$ cat src/rtl/tbw_pkg.sv
// types, widths and constants shared by the barycentric weight pipeline
package tbw_pkg;

	localparam int COORD_W   = 16;
	localparam int FRAC_BITS = 16;
	localparam int WEIGHT_W  = 32;

	// edge vectors, dot products and wide products
	localparam int DIFF_W = COORD_W + 1;
	localparam int PROD_W = 2 * DIFF_W;
	localparam int DOT_W  = 2 * COORD_W + 3;
	localparam int MAG_W  = DOT_W - 1;
	localparam int HALF_W = (MAG_W + 1) / 2;
	localparam int PART_W = 2 * HALF_W;
	localparam int SMUL_W = 2 * MAG_W + 1;
	localparam int DEN_W  = 2 * MAG_W;
	localparam int NUM_W  = SMUL_W + 1;
	localparam int NMAG_W = NUM_W - 1;

	// restoring divider
	localparam int QUO_W = WEIGHT_W + 1;
	localparam int REM_W = DEN_W + WEIGHT_W;

	// pipeline depth
	localparam int DOT_STAGES = 3;
	localparam int MUL_STAGES = 4;
	localparam int DIV_STAGES = QUO_W + 1;
	localparam int PIPE_DEPTH = DOT_STAGES + MUL_STAGES + 1 + DIV_STAGES + 2;

	typedef logic signed [COORD_W-1:0]  coord_t;
	typedef logic signed [WEIGHT_W-1:0] weight_t;
	typedef logic signed [DOT_W-1:0]    dot_t;
	typedef logic signed [SMUL_W-1:0]   smul_t;

	localparam weight_t W_MAX = {1'b0, {(WEIGHT_W-1){1'b1}}};
	localparam weight_t W_MIN = {1'b1, {(WEIGHT_W-1){1'b0}}};

	typedef struct packed {
		coord_t point_x;
		coord_t point_y;
		coord_t point_z;
		coord_t corner0_x;
		coord_t corner0_y;
		coord_t corner0_z;
		coord_t corner1_x;
		coord_t corner1_y;
		coord_t corner1_z;
		coord_t corner2_x;
		coord_t corner2_y;
		coord_t corner2_z;
	} tbw_query_t;

	typedef struct packed {
		weight_t weight0;
		weight_t weight1;
		weight_t weight2;
		logic    degenerate;
	} tbw_weights_t;

endpackage

$ cat src/rtl/tbw_mul.sv
// signed product of two dot products, split into half-width partial products
module tbw_mul import tbw_pkg::*; (
	input  logic  clk,
	input  logic  en,
	input  dot_t  a,
	input  dot_t  b,
	output smul_t p
);

	logic [HALF_W-1:0] alo_s1, ahi_s1, blo_s1, bhi_s1;
	logic              neg_s1, neg_s2, neg_s3;
	logic [PART_W-1:0] ll_s2, lh_s2, hl_s2, hh_s2;
	logic [DEN_W-1:0]  mag_s3;
	smul_t             p_s4;
	logic [MAG_W-1:0]  amag, bmag;
	logic [2*PART_W-1:0] sum;

	always_comb begin
		amag = a[DOT_W-1] ? MAG_W'(-a) : MAG_W'(a);
		bmag = b[DOT_W-1] ? MAG_W'(-b) : MAG_W'(b);
		sum = {hh_s2, ll_s2}
			+ ((2*PART_W)'(lh_s2) << HALF_W)
			+ ((2*PART_W)'(hl_s2) << HALF_W);
	end

	always_ff @(posedge clk) begin
		if (en) begin
			alo_s1 <= amag[HALF_W-1:0];
			ahi_s1 <= HALF_W'(amag >> HALF_W);
			blo_s1 <= bmag[HALF_W-1:0];
			bhi_s1 <= HALF_W'(bmag >> HALF_W);
			neg_s1 <= a[DOT_W-1] ^ b[DOT_W-1];

			ll_s2  <= alo_s1 * blo_s1;
			lh_s2  <= alo_s1 * bhi_s1;
			hl_s2  <= ahi_s1 * blo_s1;
			hh_s2  <= ahi_s1 * bhi_s1;
			neg_s2 <= neg_s1;

			mag_s3 <= sum[DEN_W-1:0];
			neg_s3 <= neg_s2;

			p_s4 <= neg_s3 ? -SMUL_W'(mag_s3) : SMUL_W'(mag_s3);
		end
	end

	assign p = p_s4;

endmodule

$ cat config.mk
export PLATFORM = sky130hd
export DESIGN_NAME = tbw_mul
export DESIGN_NICKNAME = d
export VERILOG_FILES = /design/src/rtl/tbw_pkg.sv /design/src/rtl/tbw_mul.sv
export SDC_FILE = /design/constraint.sdc
export NUM_CORES = 2
export LEC_CHECK = 0
export BUFFER_PORTS_ARGS = -buffer_cell sky130_fd_sc_hd__buf_4
export CORE_ASPECT_RATIO = 1.2
export CORE_MARGIN = 1.5
export CORE_UTILIZATION = 46
export DETAILED_ROUTE_END_ITERATION = 12
export GPL_ROUTABILITY_DRIVEN = 0
export GPL_TIMING_DRIVEN = 0
export PLACE_DENSITY = 0.69
export SYNTH_ARGS = -nofsm -noshare
export SYNTH_HDL_FRONTEND = slang
export SYNTH_SLANG_ARGS = --single-unit
$ cat constraint.sdc
create_clock -name clk -period 7.7 [get_ports clk]
set_input_delay 0.77 -clock clk [delete_from_list [all_inputs] [get_ports clk]]
set_output_delay 0.77 -clock clk [all_outputs]
set_load 0.1 [all_outputs]
==> results.cfg <==
[sta]
rsz0062_at_grt = yes
finalHoldViolCount = 0
finalCriticalPeriod_ns = 7.73
setup_ws_ns = -0.0342
min_period_over_period_pct = 100
fmax_ghz = 0.129
fin_skew_ns = 0.0464
whs_ns = 0.357
slew_viol_final = 0
setup_viol = 1
slew_headroom_pct = 16.7
max_slew.worst_pin.slew_ns = 1.25

[floorplan]
die-area_um2 = 119000
initial_core_util_pct = 46.4
die_x_um = 316
core_area_um2 = 116000
die_y_um = 378
ios = 141
num_rows = 137

[worst_setup_path]
critPathKind = reg -> reg
cp_max_fo = 11
rr_worst_depth = 21
cp_common_cell = fa_1
critPathTopFamily = adder cells
critPathLaunch = ahi_s1[3]
crit_arrival_ns = 8.04
r2r-start = ahi_s1[3]
required_ns = 8.01
reg2reg_slack_ns = -0.03
path_buf_inv = 4
cp-end-kind = flip-flop
cp_cell_sequence = buf_1 -> nand2_1 -> fa_1 -> inv_1 -> fa_1 -> fa_1 -> fa_1 -> fa_1 -> inv_1 -> fa_1 -> inv_1 -> ha_1 -> a21o_1 -> a21o_1 -> a21oi_1 -> nor3b_1 -> a2111oi_0 -> a21oi_1 -> a31oi_1 -> nor2_1 -> nor3b_1
r2r_end = hl_s2[33]
start_kind = flip-flop
max_stage_delay_ns = 0.96
crit_slowest_cell = buf_1

[final_layout]
final_area_um2 = 58400
final-seq-area_um2 = 10300
n_fill_cell = 10600
mostFrequentLayoutCell = inv_1
syn_to_final_growth_pct = 8.26
multi_input_area_um2 = 38600
fin_nets = 7220
final_cell_mix = 1,128 x inv_1, 931 x fa_1, 776 x nand2_1, 522 x and2_1, 469 x ha_1
drive_gt1_share_pct = 5.40

[route]
drcViolationCount = 30
first_pass_iters = 12
antenna_left = 0
wirelength_um = 167000
drt_iter0_markers = 3834
wl_per_cell_um = 22.8
route.vias.total = 40500
viasPerCell = 5.53

[logic_synthesis]
ys.flop_type = edfxtp_1
synthesis.instances = 5564
yosysSeqAreaShare_pct = 19.1
yosys-top-cells-area = fa_1 35%, edfxtp_1 19%, ha_1 11%, inv_1 7.8%, and2_1 6.1%
synth_area_um2 = 54000
syn-num-nets = 7036
netlist.area_leader.share_pct = 34.5
ys_seq_elements = 344
yosys.area.top_type = fa_1
synth_edf_count = 344
syn_area_per_cell_um2 = 9.70
ys_warn_count = 0
ys_async_sr_fraction_pct = 0
synth_cell_type_count = 62

[placed_design]
place_area_um2 = 57000
dp_hpwl_um = 137000
pre_cts_slack_ns = -0.503
port_buffers = 138

[global_route]
first_global_vias = 42000
grt_antenna_before_repair = 15
grt_pass1_wl_um = 250000
grt_max_degree = 122
grt_usage_pct = 28.4
grt-ovfl-total = 0

[clock_tree]
root_buffer = clkbuf_16
numCtsBuffers = 38
cts_tree = done
clk_latency_ns = 0.61
holdBufCountCts = 0
clockBufferDepth = 3
clk_pin_slew_worst_paths_ns = 0.06
htreeDepth = 2
clock_sinks = 344

[job]
maxCapViolations = 0

[outcome]
status = finished, violations left
violations = DRC, setup timing

[worst_hold_path]
hp-start = b[0]
hp-class = in -> reg
worstHoldEndpoint = blo_s1[0]
holdPathStages = 1
[cells in the mapped netlist, drive strengths merged (5+ instances only)]
library cell,n
nor2,99
and2,522
nand3,43
a21o,87
edfxtp,344
nand4b,5
nor3b,5
nor3,33
a211oi,14
or3,31
fa,931
xnor2,237
o21ai,108
nor4,10
a21oi,136
a211o,5
clkbuf,241
a31oi,15
nor2b,22
or4,17
o31a,5
nand4,26
a21boi,5
o211ai,12
inv,1128
o41ai,19
nand2,776
o31ai,44
nand2b,12
o21bai,14
xor2,53
or2,12
ha,469
o21a,20
and3,19
[how the worst max path moves through the flow]
stage	cells past startpoint	endpoint	slack (ns)
global placement	21	lh_s2[32]	-0.52
finish	21	hl_s2[33]	-0.03
global route	22	hl_s2[33]	-0.11
CTS	21	lh_s2[32]	0.004
floorplan	23	lh_s2[30]	1.39
detailed placement	21	lh_s2[32]	-0.50
[metal layers]
metal	wire [um]	vias to the layer above	global-route usage, %
met5	23	-	0
met2	73700	2338	44.9
met3	20200	663	8.92
met4	13400	4	17.9
met1	59800	19800	33.6
li1	-	17600	-
[metrics by stage]
| stage | setup TNS, ns | util [%] | cells |
|---|---|---|---|
| after floorplan | 0 | - | 5564 |
| after global placement | -2.40 | 48.9 | 7231 |
| after detailed placement | -2.49 | 49.0 | 7233 |
| after CTS | 0 | 50.1 | 7301 |
| after global routing | -0.210 | 50.2 | 7305 |
| final | -0.0342 | 50.2 | 7317 |
[flip-flops by register name (all words and copies together) (netlist names)]
| signal | flops |
|---|---|
| neg_s3 | 1 |
| lh_s2 | 34 |
| alo_s1 | 17 |
| mag_s3 | 68 |
| hl_s2 | 34 |
| neg_s1 | 1 |
| ahi_s1 | 17 |
| p | 69 |
| hh_s2 | 34 |
| bhi_s1 | 17 |
| blo_s1 | 17 |
| ll_s2 | 34 |
| neg_s2 | 1 |
[timing repair]
item	CTS	global route
setup buffers	2	2
gates resized for setup	45	103
setup endpoints to repair	10	18
pin swaps	0	0
[logic make-up after synthesis]
group / share of synthesized area (%)
buf+inv: 9.52
mux: 0.0371
compound gates: 6.23
fa+ha+maj: 45.4
xor+xnor: 4.71
simple gates: 15.0
flops: 19.1
[worst reg2reg max path, stage by stage (launching register included)]
cell,delay [ns]
edfxtp_1,0.65
buf_1,0.96
nand2_1,0.19
fa_1,0.43
inv_1,0.07
fa_1,0.45
fa_1,0.60
fa_1,0.44
fa_1,0.49
inv_1,0.05
fa_1,0.47
inv_1,0.06
ha_1,0.36
a21o_1,0.19
a21o_1,0.17
a21oi_1,0.19
nor3b_1,0.08
a2111oi_0,0.35
a21oi_1,0.23
a31oi_1,0.42
nor2_1,0.09
nor3b_1,0.49
[layout make-up]
type	count	area share, %
diodes	14	0.0600
plain buffers	241	1.74
clock buffers	47	1.72
clock inverters	19	0.313
inverters	1128	7.25
multi-input cells	3851	66.0
flip-flops and latches	344	17.7
well taps	1529	3.27
repair buffers	144	1.93
Power is not shown: default switching activity piles up to over one toggle a cycle in this logic, so the estimate is an artifact.
